$ cat config.mk
export PLATFORM = sky130hd
export DESIGN_NAME = key_press_longpress_repeat_detector_unit
export DESIGN_NICKNAME = d
export VERILOG_FILES = /design/src/kplrd_pkg.sv /design/src/key_press_longpress_repeat_detector_unit.sv
export SDC_FILE = /design/constraint.sdc
export NUM_CORES = 1
export LEC_CHECK = 0
export BUFFER_PORTS_ARGS = -buffer_cell sky130_fd_sc_hd__buf_2
export CELL_PAD_IN_SITES_DETAIL_PLACEMENT = 1
export CELL_PAD_IN_SITES_GLOBAL_PLACEMENT = 1
export CORE_MARGIN = 4
export CORE_UTILIZATION = 52
export DETAILED_ROUTE_END_ITERATION = 10
export PLACE_DENSITY_LB_ADDON = 0.08
export SKIP_LAST_GASP = 1
export SLEW_MARGIN = 20
export SYNTH_ARGS = -nofsm -noshare
export SYNTH_HDL_FRONTEND = slang
export SYNTH_SLANG_ARGS = --single-unit
$ cat constraint.sdc
create_clock -name clk -period 7.6 [get_ports clk]
set_input_delay 0 -clock clk [delete_from_list [all_inputs] [get_ports clk]]
set_output_delay 0 -clock clk [all_outputs]
set_load 0.005 [all_outputs]
$ cat src/kplrd_pkg.sv
// Shared types and constants for the key press / long press / repeat detector.
// Holds event codes, register indexes and reset values; no dependencies.
package kplrd_pkg;

    localparam int unsigned NUM_KEYS_DEF = 4;

    localparam int unsigned TIME_W   = 32;
    localparam int unsigned CFG_W    = 16;
    localparam int unsigned PIN_W    = 4;
    localparam int unsigned KIDX_W   = 2;
    localparam int unsigned EVENT_W  = 3;
    localparam int unsigned CIDX_W   = 2;

    typedef logic [EVENT_W-1:0] event_t;
    typedef logic [CIDX_W-1:0]  cfg_idx_t;

    localparam event_t EV_NONE    = 3'd0;
    localparam event_t EV_PRESS   = 3'd1;
    localparam event_t EV_LONG    = 3'd2;
    localparam event_t EV_REPEAT  = 3'd3;
    localparam event_t EV_RELEASE = 3'd4;

    localparam cfg_idx_t REG_LONG_PRESS = 2'd0;
    localparam cfg_idx_t REG_REPEAT     = 2'd1;
    localparam cfg_idx_t REG_ACTIVE_HI  = 2'd2;

    localparam logic [CFG_W-1:0] LONG_PRESS_RST = 16'd1500;
    localparam logic [CFG_W-1:0] REPEAT_RST     = 16'd100;
    localparam logic [PIN_W-1:0] ACTIVE_HI_RST  = 4'd0;

endpackage

$ cat src/key_press_longpress_repeat_detector_unit.sv
// Key press / long press / auto-repeat detector, top level.
// Depends on kplrd_pkg for event codes, register indexes and reset values.
// After a scan is taken, each key passes in turn through the hold compare, repeat
// compare and output steps; the output step holds while out_ready is low.
// A new scan is taken only once the last key's event has transferred. The one shared
// 32-bit subtract-and-compare unit is used twice per key. Reset (rst_n low, asynchronous)
// clears all key state and loads the register defaults 1500, 100 and 0.
module key_press_longpress_repeat_detector_unit
#(
    parameter int unsigned NUM_KEYS = kplrd_pkg::NUM_KEYS_DEF
)
(
    input  logic                           clk,
    input  logic                           rst_n,
    input  logic                           cfg_we,
    input  logic [kplrd_pkg::CIDX_W-1:0]   cfg_index,
    input  logic [kplrd_pkg::CFG_W-1:0]    cfg_data,
    input  logic                           in_valid,
    output logic                           in_ready,
    input  logic [kplrd_pkg::PIN_W-1:0]    pin_levels,
    input  logic [kplrd_pkg::TIME_W-1:0]   now_ms,
    output logic                           out_valid,
    input  logic                           out_ready,
    output logic [kplrd_pkg::KIDX_W-1:0]   key_index,
    output logic [kplrd_pkg::EVENT_W-1:0]  event_res,
    output logic                           last_key
);
    import kplrd_pkg::*;

    localparam int unsigned KEY_W = (NUM_KEYS > 1) ? $clog2(NUM_KEYS) : 1;
    localparam logic [KEY_W-1:0] LAST_KEY_IDX = KEY_W'(NUM_KEYS - 1);

    localparam logic [1:0] ST_IDLE = 2'd0;
    localparam logic [1:0] ST_HOLD = 2'd1;
    localparam logic [1:0] ST_REP  = 2'd2;
    localparam logic [1:0] ST_OUT  = 2'd3;

    logic [1:0]        state_reg, state_next;
    logic [KEY_W-1:0]  key_cnt_reg, key_cnt_next;
    logic [CFG_W-1:0]  long_press_reg;
    logic [CFG_W-1:0]  repeat_reg;
    logic [PIN_W-1:0]  active_hi_reg;
    logic [PIN_W-1:0]  pins_reg;
    logic [TIME_W-1:0] now_reg;
    logic              hold_gt_reg;
    event_t            event_reg, event_next;

    logic              was_pressed_reg [NUM_KEYS];
    logic              long_active_reg [NUM_KEYS];
    logic [TIME_W-1:0] start_reg       [NUM_KEYS];
    logic [TIME_W-1:0] last_rep_reg    [NUM_KEYS];

    logic [TIME_W-1:0] sub_b;
    logic [TIME_W-1:0] diff;
    logic [CFG_W-1:0]  limit;
    logic              cmp_gt;
    logic              lvl;
    logic              act;
    logic              pressed;
    logic              in_xfer;
    logic              out_xfer;

    assign in_ready  = (state_reg == ST_IDLE);
    assign out_valid = (state_reg == ST_OUT);
    assign in_xfer   = in_valid && in_ready;
    assign out_xfer  = out_valid && out_ready;
    assign key_index = KIDX_W'(key_cnt_reg);
    assign event_res = event_reg;
    assign last_key  = (key_cnt_reg == LAST_KEY_IDX);

    // Keys above the pin field read level 0 and an active-low setting
    assign lvl     = |((pins_reg >> key_cnt_reg) & PIN_W'(1));
    assign act     = |((active_hi_reg >> key_cnt_reg) & PIN_W'(1));
    assign pressed = (lvl == act);

    // Shared unit: modulo-2^32 elapsed time compared against an interval
    always_comb
    begin
        if (state_reg == ST_REP)
        begin
            sub_b = last_rep_reg[key_cnt_reg];
            limit = repeat_reg;
        end
        else
        begin
            sub_b = start_reg[key_cnt_reg];
            limit = long_press_reg;
        end
        diff   = now_reg - sub_b;
        cmp_gt = (diff > {{(TIME_W-CFG_W){1'b0}}, limit});
    end

    // Decide the key's event from its flags and both compare results
    always_comb
    begin
        event_next = EV_NONE;
        if (pressed)
        begin
            if (was_pressed_reg[key_cnt_reg])
            begin
                if (hold_gt_reg)
                begin
                    if (!long_active_reg[key_cnt_reg])
                        event_next = EV_LONG;
                    else if (cmp_gt)
                        event_next = EV_REPEAT;
                end
            end
            else
            begin
                event_next = EV_PRESS;
            end
        end
        else if (was_pressed_reg[key_cnt_reg])
        begin
            event_next = EV_RELEASE;
        end
    end

    // Sequence: hold compare, repeat compare, output transfer, per key
    always_comb
    begin
        state_next   = state_reg;
        key_cnt_next = key_cnt_reg;
        case (state_reg)
            ST_IDLE:
            begin
                if (in_valid)
                begin
                    state_next   = ST_HOLD;
                    key_cnt_next = '0;
                end
            end
            ST_HOLD:
                state_next = ST_REP;
            ST_REP:
                state_next = ST_OUT;
            ST_OUT:
            begin
                if (out_ready)
                begin
                    if (key_cnt_reg == LAST_KEY_IDX)
                    begin
                        state_next = ST_IDLE;
                    end
                    else
                    begin
                        state_next   = ST_HOLD;
                        key_cnt_next = key_cnt_reg + KEY_W'(1);
                    end
                end
            end
            default:
                state_next = ST_IDLE;
        endcase
    end

    // Control registers and configuration
    always_ff @(posedge clk or negedge rst_n)
    begin
        if (!rst_n)
        begin
            state_reg      <= ST_IDLE;
            key_cnt_reg    <= '0;
            long_press_reg <= LONG_PRESS_RST;
            repeat_reg     <= REPEAT_RST;
            active_hi_reg  <= ACTIVE_HI_RST;
        end
        else
        begin
            state_reg   <= state_next;
            key_cnt_reg <= key_cnt_next;
            if (cfg_we)
            begin
                case (cfg_index)
                    REG_LONG_PRESS: long_press_reg <= cfg_data;
                    REG_REPEAT:     repeat_reg     <= cfg_data;
                    REG_ACTIVE_HI:  active_hi_reg  <= cfg_data[PIN_W-1:0];
                    default:        ;
                endcase
            end
        end
    end

    // Capture the scan, the hold compare and the event
    always_ff @(posedge clk)
    begin
        if (in_xfer)
        begin
            pins_reg <= pin_levels;
            now_reg  <= now_ms;
        end
        if (state_reg == ST_HOLD)
            hold_gt_reg <= cmp_gt;
        if (state_reg == ST_REP)
            event_reg <= event_next;
    end

    // Per-key state, updated once per key in the repeat-compare step
    always_ff @(posedge clk or negedge rst_n)
    begin
        if (!rst_n)
        begin
            for (int i = 0; i < NUM_KEYS; i++)
            begin
                was_pressed_reg[i] <= 1'b0;
                long_active_reg[i] <= 1'b0;
                start_reg[i]       <= '0;
                last_rep_reg[i]    <= '0;
            end
        end
        else if (state_reg == ST_REP)
        begin
            if (pressed)
            begin
                was_pressed_reg[key_cnt_reg] <= 1'b1;
                if (event_next == EV_PRESS)
                    start_reg[key_cnt_reg] <= now_reg;
                if (event_next == EV_LONG)
                    long_active_reg[key_cnt_reg] <= 1'b1;
                if ((event_next == EV_LONG) || (event_next == EV_REPEAT))
                    last_rep_reg[key_cnt_reg] <= now_reg;
            end
            else
            begin
                was_pressed_reg[key_cnt_reg] <= 1'b0;
                long_active_reg[key_cnt_reg] <= 1'b0;
                start_reg[key_cnt_reg]       <= '0;
                last_rep_reg[key_cnt_reg]    <= '0;
            end
        end
    end

    // A scan transfer starts at the first key
    assert property (@(posedge clk) disable iff (!rst_n)
        in_xfer |=> (state_reg == ST_HOLD) && (key_cnt_reg == '0))
        else $error("scan did not start at key zero");

    // The final key's transfer frees the input side
    assert property (@(posedge clk) disable iff (!rst_n)
        (out_xfer && last_key) |=> in_ready)
        else $error("block not ready after last event of a scan");

    // A long press event leaves the key marked long-active
    assert property (@(posedge clk) disable iff (!rst_n)
        (out_valid && (event_res == EV_LONG)) |-> long_active_reg[key_cnt_reg])
        else $error("long press without long-active flag");

    // A release event leaves the key not pressed
    assert property (@(posedge clk) disable iff (!rst_n)
        (out_valid && (event_res == EV_RELEASE)) |-> !was_pressed_reg[key_cnt_reg])
        else $error("release with key still marked pressed");

endmodule
**Word-level counts from Yosys, hierarchy flattened**

Cells that the tools add are included.

- Output and inout port bits: 8
- Register bits after elaboration: 344
- Input bits: 59

- Bitwise gates (word level): 9
- Shifts and indexed selects: 2
- Order comparisons: 3
- Reductions and logical operators: 14
- Equality and inequality tests: 16
- Add/subtract/negate cells: 2
- Mux-type cells: 41

Operators with widths:

| cell | number |
|---|---|
| 128-bit two-way mux | 4 |
| 128-bit bitwise AND | 2 |
| 128-bit bitwise mux | 2 |
| 32-bit two-way mux | 6 |
| 32-bit binary-select mux with 2-bit select | 2 |
| 128-bit inverter | 1 |
| 32-bit demux with 2-bit select | 1 |
| 32-bit by 16-bit greater-than comparator with 1-bit output | 1 |
| 32-bit subtractor | 1 |
| 16-bit two-way mux | 1 |
| 2-bit two-way mux | 7 |
| 2-bit AND reduction | 7 |
| 3-bit two-way mux | 4 |
| 4-bit two-way mux | 3 |
| 4-bit bitwise AND | 2 |
| 2-bit == test (second input constant) | 4 |
| 2-bit by 1-bit inequality test with 1-bit output (second input constant) | 4 |
| 4-bit bitwise OR | 2 |
| 2-bit case mux with 4 select lines | 1 |
| 4-bit by 2-bit right shift with 1-bit output | 2 |
| 3-bit by 2-bit == test with 1-bit output (second input constant) | 2 |
| 1-bit two-way mux | 6 |
| 1-bit binary-select mux with 2-bit select | 2 |
| 2-bit by 1-bit == test with 1-bit output (second input constant) | 2 |
| other kinds (15) | 18 |

**Logic depth before layout (Yosys ltp)**

Gate-level depths: netlist (run 1).

- Depth in word-level cells: 16
- Mapped depth: 26
- Mapped depth without buffers: 22

**Worst setup path after synthesis (run 1)**

Ideal clock, no wire load.

- Kind: flip-flop to flip-flop
- From: register key_cnt_reg[0] (netlist: key_index[0])
- To: register event_reg[1] (netlist: event_res[1]), data pin
- Arrival time: 5.984 ns
- Data required time: 7.345 ns
- Path buffers: 5
- Path slack: 1.361 ns
- Stages on the path, launching flop included: 27
- Setup time: 0.255 ns
- Cell sequence: dfrtp_1 clkbuf_1 clkbuf_1 buf_1 mux4_2 mux2i_1 ha_1 a21oi_1 nand2_1 nor2_1 o21ai_0 a21o_1 a21oi_1 xnor2_1 ha_1 and4_1 nand2_1 nor2_1 a221o_1 a2bb2oi_1 nor4_1 nand4_1 nor4_2 a41oi_1 buf_2 buf_4 and2_1

- Cells in the longest elaborated chain, start to end: 12
- Elaborated cells on any way between the ends: 24
- Those cells by class: 1 x add/sub; 1 x order compare; 1 x eq/ne; 2 x shift; 18 x mux; 1 x bitwise

RTL lines:

| what | line | source |
|---|---|---|
| from (decl) | key_press_longpress_repeat_detector_unit.sv:39 | `logic [KEY_W-1:0] key_cnt_reg, key_cnt_next;` |
| from (signal assigned) | key_press_longpress_repeat_detector_unit.sv:172 | `key_cnt_reg <= key_cnt_next;` |
| 2-bit inverter with 3-bit output (implied by the code) | -- |  |
| 32-bit binary-select mux with 2-bit select, on equally long branches | key_press_longpress_repeat_detector_unit.sv:86, key_press_longpress_repeat_detector_unit.sv:81 |  |
| 32-bit two-way mux, on equally long branches (2 in series) | key_press_longpress_repeat_detector_unit.sv:86, key_press_longpress_repeat_detector_unit.sv:81 |  |
| 32-bit two-way mux | key_press_longpress_repeat_detector_unit.sv:79 | `if (state_reg == ST_REP)` |
| 32-bit subtractor | key_press_longpress_repeat_detector_unit.sv:89 | `diff = now_reg - sub_b;` |
| 32-bit by 16-bit greater-than comparator with 1-bit output | key_press_longpress_repeat_detector_unit.sv:90 | `cmp_gt = (diff > {{(TIME_W-CFG_W){1'b0}}, limit});` |
| 2-bit two-way mux | key_press_longpress_repeat_detector_unit.sv:105 | `else if (cmp_gt)` |
| 2-bit two-way mux | key_press_longpress_repeat_detector_unit.sv:103 | `if (!long_active_reg[key_cnt_reg])` |
| 3-bit two-way mux | key_press_longpress_repeat_detector_unit.sv:101 | `if (hold_gt_reg)` |
| 3-bit two-way mux | key_press_longpress_repeat_detector_unit.sv:99 | `if (was_pressed_reg[key_cnt_reg])` |
| 3-bit two-way mux * | key_press_longpress_repeat_detector_unit.sv:97 | `if (pressed)` |
| net event_next[1] | key_press_longpress_repeat_detector_unit.sv:46 | `event_t event_reg, event_next;` |
| to (signal assigned) | key_press_longpress_repeat_detector_unit.sv:196 | `event_reg <= event_next;` |
| to (decl) | key_press_longpress_repeat_detector_unit.sv:46 |  |

The timed path passes the listed nets; every way through them passes the cells marked *. The select of a mux whose other input is x is not followed.
A chain may end at the register's enable or synchronous reset.

**Worst setup path in the final report (run 1)**

- From: register key_cnt_reg[0] (netlist: key_index[0])
- To: register last_rep_reg[54] in the netlist's numbering

- Cells in the longest elaborated chain, start to end: 16
- Elaborated cells on any way between the ends: 40
- Those cells by class: 1 x add/sub; 3 x order compare; 4 x eq/ne; 2 x shift; 24 x mux; 3 x bitwise; 3 x reduce/logical

RTL lines:

| what | line | source |
|---|---|---|
| 2-bit inverter with 3-bit output (implied by the code) | -- |  |
| 32-bit binary-select mux with 2-bit select, on equally long branches | key_press_longpress_repeat_detector_unit.sv:86, key_press_longpress_repeat_detector_unit.sv:81 |  |
| 32-bit two-way mux, on equally long branches (2 in series) | key_press_longpress_repeat_detector_unit.sv:86, key_press_longpress_repeat_detector_unit.sv:81 |  |
| 32-bit two-way mux | key_press_longpress_repeat_detector_unit.sv:79 |  |
| 32-bit subtractor | key_press_longpress_repeat_detector_unit.sv:89 |  |
| 32-bit by 16-bit greater-than comparator with 1-bit output | key_press_longpress_repeat_detector_unit.sv:90 |  |
| 2-bit two-way mux | key_press_longpress_repeat_detector_unit.sv:105 |  |
| 2-bit two-way mux | key_press_longpress_repeat_detector_unit.sv:103 |  |
| 3-bit two-way mux | key_press_longpress_repeat_detector_unit.sv:101 |  |
| 3-bit two-way mux | key_press_longpress_repeat_detector_unit.sv:99 |  |
| 3-bit two-way mux | key_press_longpress_repeat_detector_unit.sv:97 |  |
| 3-bit by 2-bit == test with 1-bit output | key_press_longpress_repeat_detector_unit.sv:221 | `if ((event_next == EV_LONG) \|\| (event_next == EV_REPEAT))` |
| 1-bit logical OR | key_press_longpress_repeat_detector_unit.sv:221 |  |
| 2-bit by 1-bit inequality test with 1-bit output (no line) | -- |  |
| 2-bit AND reduction (no line) | -- |  |
| to (signal, indexed assignment) | key_press_longpress_repeat_detector_unit.sv:222 | `last_rep_reg[key_cnt_reg] <= now_reg;` |
| to (decl) | key_press_longpress_repeat_detector_unit.sv:51 | `logic [TIME_W-1:0] last_rep_reg [NUM_KEYS];` |

Several ways; a longest one is shown, not always the timed one. The select of a mux whose other input is x is not followed.

==> results.txt, run 1 <==
Status - complete, no violations
Avg Inst Size Synth - 12.9 µm²
Die height - 190 µm
Final period util - 0.922
FP Rows - 66
Net Sw Frac - 0.407
Number of hold-slack violations in the final timing report - 0
Post-synthesis sequential area ratio - 0.509
Post-CTS sizing - 0
Die width - 190 µm
DRC - 0
Final min period - 7.01 ns
Maxcap violations - 0
VDD IR-drop max - 0.000278 V
Root buffer cell - clkbuf_16
RSZ-0062 raised after global routing - false
Worst slew pin tran - 1.08 ns
ANT cells - 0
Nature of the critical path endpoint - flop
IO Count - 67
Synth cell count leaders - dfrtp_1 (294), a22o_1 (130), a32o_1 (126)
Crit path required time - 8.02 ns
FILL cells - 3,193
Peak Freq - 143 MHz
Post-Syn Area - 17,300 µm²
WS Path Type - reg -> reg
Critical Path Start - key_index[0]$_DFFE_PN0P_
Pwr/cell area - 463 nW/µm²
Critical Path Start Type - flop
Flop pwr share - 0.320
Yosys warnings - 0
Int Power - 5.44 mW
Post-Syn Instances - 1,342
Worst-path clk slew - 0.06 ns
Final nets - 1,537
Clock Sinks - 344
Post-DP HPWL - 33.0 mm
Ys flop type - dfrtp_1
Area after DPL - 18,000 µm²
Psw - 3.73 mW
Gpl congestion - 0.879
Combinational power share - 0.479
Setup TNS - 0 ns
DR WL/cell - 27.8 µm
Worst min-delay path category - in -> async
Maximum root-to-sink buffer count - 3
Die area - 36,300 µm²
Clock network fraction of total power - 0.200
Number of enable flip-flop cells after synthesis - 40
Yosys cell types - 70
DRT iter0 DRCs - 1,173
Slew HR - 0.276
CTS Buf Count - 39
Antenna viol nets, final - 0
Top cells by area, synth - dfrtp_1 (42%), mux4_2 (8.7%), a32o_1 (7.3%), edfxtp_1 (6.9%), a22o_1 (6.6%)
Clock Latency Late Sink - 0.54 ns
Yosys reg bits - 344
Mapped Nets - 1,459
Global-route wire length before repair - 82.9 mm
Post-synth top area cell - dfrtp_1
Total Power - 9.17 mW
Reg2Reg Launch Point - key_index[0]$_DFFE_PN0P_
Pin count of the biggest net entering global routing - 159
Final WL - 52.6 mm
Starting Density - 0.529
Core footprint - 32,700 µm²
GRT overflow - 0
Vias - 12,700
Post-synth top area share - 0.425
# setup viols final - 0
Final Core Density - 0.606
Port bufs - 66
Layout cells sized above 1 - 0.195
GRT Resource Usage Total - 0.294
Slew Viols, Final - 0
Initial antenna violation count - 0
Clock skew - 0.0129 ns
H-Tree Depth - 2
Drt pass-1 iters - 5
Avg Vias per Cell - 6.73
CTS tree - done
Ys async rst share - 0.884
Area grow syn2layout - 14.5%
Cell with the most instances after synthesis - dfrtp_1
Lkg Pwr - 8.46 nW
Worst-path fanout max - 56
Vias in the first global route - 13,800
Endpoint arrival time on the critical path - 7.42 ns
Fin area - 19,800 µm²
[power groups by stage]
stage | Combinational [mW] | Sequential [mW] | Clock (mW)
floorplan | 3.24 | 2.75 | 0
global placement | 4.17 | 2.91 | 0
detailed placement | 4.29 | 2.94 | 0
CTS | 4.36 | 2.93 | 1.88
global route | 4.81 | 3.01 | 1.96
finish | 4.40 | 2.94 | 1.84
[worst max-delay path, stage by stage, from the launching register on]
cell       delay (ns)
dfrtp_4          0.71
buf_4            0.39
mux4_2           0.63
mux2i_1          0.17
ha_1             0.34
a21oi_1          0.30
o21ai_0          0.13
a21oi_1          0.30
nand2_1          0.12
xor2_1           0.18
ha_1             0.32
a21o_1           0.18
a21o_1           0.17
a221o_1          0.34
a2bb2oi_1        0.19
nor4_1           0.31
nand4_1          0.16
nor4_2           0.57
a41oi_4          0.62
buf_12           0.41
a32o_1           0.27
[per-layer routing]
layer | vias up | global-route usage | share of wire
li1 | 5434 | - | -
met3 | 68 | 0.0785 | 0.084
met4 | 0 | 0.0586 | 0.017
met5 | - | 0 | 0
met1 | 6747 | 0.417 | 0.43
met2 | 482 | 0.464 | 0.47
[cell families after synthesis]
kind of cell / Yosys count / share of synthesized area
flip-flops: 344 / 0.509
buffers and inverters: 133 / 0.0355
multiplexers: 157 / 0.142
XOR/XNOR: 22 / 0.0111
adder cells (fa/ha/maj): 58 / 0.0423
AO/OA/AOI/OAI: 402 / 0.192
AND/OR/NAND/NOR: 226 / 0.0671
[cell usage in the layout, fill, tap and decap left out, types with 6 or more instances in the layout]
master | Yosys | routed
nor2b_1 | 7 | 7
o21ai_0 | 26 | 26
mux2_2 | 40 | 40
clkbuf_16 | 0 | 39
a32o_1 | 126 | 126
mux4_2 | 67 | 67
and3_1 | 9 | 9
nand4_1 | 14 | 14
dfrtp_1 | 294 | 292
nor3_1 | 6 | 6
xnor2_1 | 14 | 14
o21a_1 | 6 | 6
dfstp_2 | 10 | 10
xor2_1 | 8 | 8
a21oi_1 | 53 | 53
and2_1 | 41 | 40
nand2_1 | 66 | 65
buf_4 | 3 | 22
a211oi_1 | 7 | 7
clkbuf_8 | 0 | 9
inv_1 | 17 | 17
edfxtp_1 | 40 | 40
nor2_1 | 43 | 43
mux2i_1 | 50 | 50
buf_2 | 21 | 65
nand3_1 | 12 | 12
ha_1 | 57 | 56
dlygate4sd3_1 | 0 | 59
clkbuf_1 | 69 | 14
buf_12 | 0 | 6
a21o_1 | 12 | 12
a22o_1 | 130 | 130
[area by class of cell]
type | count | area, µm² | area share
sequential | 344 | 8830 | 0.445
multi-input combinational | 865 | 7920 | 0.399
timing repair buffer | 153 | 1220 | 0.0613
clock buffer | 62 | 1150 | 0.0581
tap | 442 | 553 | 0.0279
clock inverter | 9 | 96.3 | 0.00486
inverter | 17 | 63.8 | 0.00322
[worst paths after layout]
| kind | end | slack, ns | cells after the start |
|---|---|---|---|
| worst max register to register | last_rep_reg[54]$_DFFE_PN0P_ | 0.59 | 20 |
| worst max-delay path | last_rep_reg[54]$_DFFE_PN0P_ | 0.59 | 20 |
| worst min register to register | last_rep_reg[112]$_DFFE_PN0P_ | 0.49 | 1 |
| max in group asynchronous | last_rep_reg[115]$_DFFE_PN0P_ | 5.62 | 4 |
| min in group clk | now_reg[12]$_DFFE_PP_ | 0.16 | 2 |
| worst min-delay path | start_reg[119]$_DFFE_PN0P_ | 0.08 | 2 |
[per-stage QoR]
stage	hold slack (ns)	setup WS (ns)	std cells
2_1_floorplan	-0.296	1.36	1342
3_3_place_gp	0.0874	0.848	1762
3_5_place_dp	0.0955	0.784	1762
4_1_cts	0.124	0.739	1892
5_1_grt	0.150	0.314	1892
6_report	0.0797	0.593	1892
[timing repair]
action,4_1_cts,5_1_grt
hold buffers,59,0
setup endpoints to repair,0,0
hold endpoints to repair,172,0
buffers inserted,0,0
No activity file was read; power rests on OpenSTA's default activity.
==> inputs of run 2 (changes only) <==
- ABC_AREA: not set -> 1
- CORE_UTILIZATION: 52 -> 47
==> results.txt, run 2 <==
Number of enable flip-flop cells after synthesis - 40 (unchanged)
RSZ-0062 raised after global routing - false (unchanged)
CP Buf/Inv Count - 2 (unchanged)
Final period util - 0.832 (was 0.922)
Synth cell count leaders - nand2_1 (485), o21ai_0 (362), inv_1 (348) (was dfrtp_1 (294), a22o_1 (130), a32o_1 (126))
Crit path required time - 8.04 ns (was 8.02 ns)
Post-DP HPWL - 43.6 mm (was 33.0 mm)
Setup TNS - 0 ns (unchanged)
Yosys reg bits - 344 (unchanged)
Worst path max stage delay - 0.68 ns (was 0.71 ns)
Hold_ws - 0.130 ns (was 0.0797 ns)
Worst slew pin tran - 1.03 ns (was 1.08 ns)
Post-Synth Adder-Cell Area - 0.0387 (was 0.0423)
Antenna viol nets, final - 0 (unchanged)
Gpl congestion - 0.928 (was 0.879)
CTS tree - done (unchanged)
WS Path Type - reg -> reg (unchanged)
Slew Viols, Final - 0 (unchanged)
Initial antenna violation count - 0 (unchanged)
Synth Area in Compound Gates - 0.195 (was 0.192)
Nature of the critical path endpoint - flop (unchanged)
Peak Freq - 158 MHz (was 143 MHz)
Global-route wire length before repair - 110 mm (was 82.9 mm)
Clock Sinks - 344 (unchanged)
Post-CTS Repair Setup Buffers - 0 (unchanged)
DR WL/cell - 23.2 µm (was 27.8 µm)
Final nets - 2,585 (was 1,537)
Drt pass-1 iters - 7 (was 5)
Most frequent CP cell - nand2_1
FP Rows - 73 (was 66)
Vias in the first global route - 18,900 (was 13,800)
Worst min-delay path category - in -> reg (was in -> async)
Pre-CTS setup slack - 1.38 ns (was 0.784 ns)
CTS Buf Count - 41 (was 39)
IO Count - 67 (unchanged)
H-Tree Depth - 2 (unchanged)
Vias - 17,700 (was 12,700)
Avg Inst Size Synth - 7.83 µm² (was 12.9 µm²)
Area grow syn2layout - 13.8% (was 14.5%)
GRT Resource Usage Total - 0.319 (was 0.294)
Mux cell area share after synthesis - 0.00793 (was 0.142)
Worst-path fanout max - 81 (was 56)
Avg Vias per Cell - 5.86 (was 6.73)
Post-route setup slack - 1.28 ns (was 0.593 ns)
Maxcap violations - 0 (unchanged)
Clock skew - 0.0281 ns (was 0.0129 ns)
Yosys warnings - 0 (unchanged)
CP top delay family - simple AND/OR/NAND/NOR gates (was compound AO/OA/AOI/OAI gates)
Die height - 209 µm (was 190 µm)
Clock Latency Late Sink - 0.58 ns (was 0.54 ns)
Cell with the most instances after synthesis - nand2_1 (was dfrtp_1)
Die area - 43,500 µm² (was 36,300 µm²)
Post-synthesis sequential area ratio - 0.466 (was 0.509)
Mapped Nets - 2,534 (was 1,459)
GRT overflow - 0 (unchanged)
ANT cells - 0 (unchanged)
Ys async rst share - 0.884 (unchanged)
Largest family of logic cells by synthesized area - compound AO/OA/AOI/OAI gates (unchanged)
Synth Area in XOR/XNOR - 0.00833 (was 0.0111)
Yosys cell types - 44 (was 70)
Die width - 209 µm (was 190 µm)
Slew HR - 0.313 (was 0.276)
VDD IR-drop max - 0.000280 V (was 0.000278 V)
Commonest non-fill, non-tap cells in the layout - nand2_1 (485), o21ai_0 (362), inv_1 (346), dfrtp_1 (292), nand3_1 (192) (was dfrtp_1 (292), a22o_1 (130), a32o_1 (126), mux4_2 (67))
Maximum root-to-sink buffer count - 3 (unchanged)
Post-synth top area share - 0.389 (was 0.425)
Total Power - 11.3 mW (was 9.17 mW)
Layout cells sized above 1 - 0.0869 (was 0.195)
DRT iter0 DRCs - 1,317 (was 1,173)
Worst-path cell with the longest stage delay - nor2_2 (was dfrtp_4)
Synth Area in Simple Gates - 0.183 (was 0.0671)
Port bufs - 66 (unchanged)
# setup viols final - 0 (unchanged)
Post-synth top area cell - dfrtp_1 (unchanged)
Worst-path clk slew - 0.06 ns (about the same)
Commonest non-fill, non-tap cell in the layout - nand2_1 (was dfrtp_1)
Pin count of the biggest net entering global routing - 198 (was 159)
DRC - 0 (unchanged)
Status - complete, no violations (unchanged)
Post-Syn Instances - 2,417 (was 1,342)
Final min period - 6.32 ns (was 7.01 ns)
Pwr/cell area - 525 nW/µm² (was 463 nW/µm²)
Core footprint - 39,700 µm² (was 32,700 µm²)
Top cells by area, synth - dfrtp_1 (39%), nand2_1 (9.6%), o21ai_0 (9.6%), inv_1 (6.9%), edfxtp_1 (6.3%) (was dfrtp_1 (42%), mux4_2 (8.7%), a32o_1 (7.3%), edfxtp_1 (6.9%), a22o_1 (6.6%))
Root buffer cell - clkbuf_16 (unchanged)
Lkg Pwr - 10.3 nW (was 8.46 nW)
Ys flop type - dfrtp_1 (unchanged)
Post-Syn Area - 18,900 µm² (was 17,300 µm²)
Number of hold-slack violations in the final timing report - 0 (unchanged)
Final WL - 70.0 mm (was 52.6 mm)
Endpoint arrival time on the critical path - 6.76 ns (was 7.42 ns)
Critical Path Start Type - flop (unchanged)
Starting Density - 0.476 (was 0.529)
-- run 2: logic make-up after synthesis --
logic type / Yosys count
xor+xnor: 18
buf+inv: 498
compound gates: 657
flops: 344
fa+ha+maj: 58
simple gates: 827
mux: 15
-- run 2: worst register-to-register path, delay by kind of cell, from the launching register on --
family / cells / cell delay (ns)
simple gates: 22 / 3.10
fa+ha+maj: 3 / 1.04
buf+inv: 2 / 0.98
flops: 1 / 0.50
compound gates: 4 / 0.46
xor+xnor: 1 / 0.09
-- run 2: area by class of cell --
| cell class | count | area (µm²) |
|---|---|---|
| Clock buffer | 62 | 1190 |
| Clock inverter | 11 | 144 |
| Fill cell | 4773 | 18200 |
| Inverter | 356 | 1340 |
| Multi-Input combinational cell | 1575 | 8230 |
| Sequential cell | 344 | 8830 |
| Tap cell | 525 | 657 |
| Timing Repair Buffer | 150 | 1150 |
-- run 2: through the flow --
stage          cell area [µm²]  cells  utilization
5_1_grt                  21500   3023        0.542
2_1_floorplan            18900   2417            -
3_5_place_dp             19600   2893        0.494
3_3_place_gp             19600   2893        0.494
4_1_cts                  21500   3023        0.542
6_report                 21500   3023        0.542
-- run 2: per-layer routing --
layer / part of all wire / vias to the layer above / track usage
met5: 0 / - / 0
met2: 0.49 / 497 / 0.545
met1: 0.42 / 8987 / 0.416
li1: - / 8105 / -
met3: 0.047 / 130 / 0.0413
met4: 0.040 / 0 / 0.123
-- run 2: repair_timing --
action,4_1_cts,5_1_grt
hold buffers,57,0
hold endpoints to repair,197,0
resized for setup,0,0
-- run 2: report_power, final --
| part | switching, mW | internal [mW] | total [mW] |
|---|---|---|---|
| registers | 0.348 | 2.52 | 2.87 |
| clock network | 0.821 | 1.18 | 2.00 |
| logic | 4.52 | 1.92 | 6.43 |
-- run 2: worst paths after layout --
path / from / end / slack [ns] / cells after the start
min in group asynchronous: rst_n / start_reg[26]$_DFFE_PN0P_ / 0.14 / 2
min reg2reg: flop / flop / 0.47 / 2
max: key_index[0]$_DFFE_PN0P_ / last_rep_reg[59]$_DFFE_PN0P_ / 1.28 / 32
max in group asynchronous: rst_n / start_reg[98]$_DFFE_PN0P_ / 5.94 / 3
max reg2reg: key_index[0]$_DFFE_PN0P_ / last_rep_reg[59]$_DFFE_PN0P_ / 1.28 / 32
min: cfg_index[0] / repeat_reg[2]$_DFFE_PN1P_ / 0.13 / 3
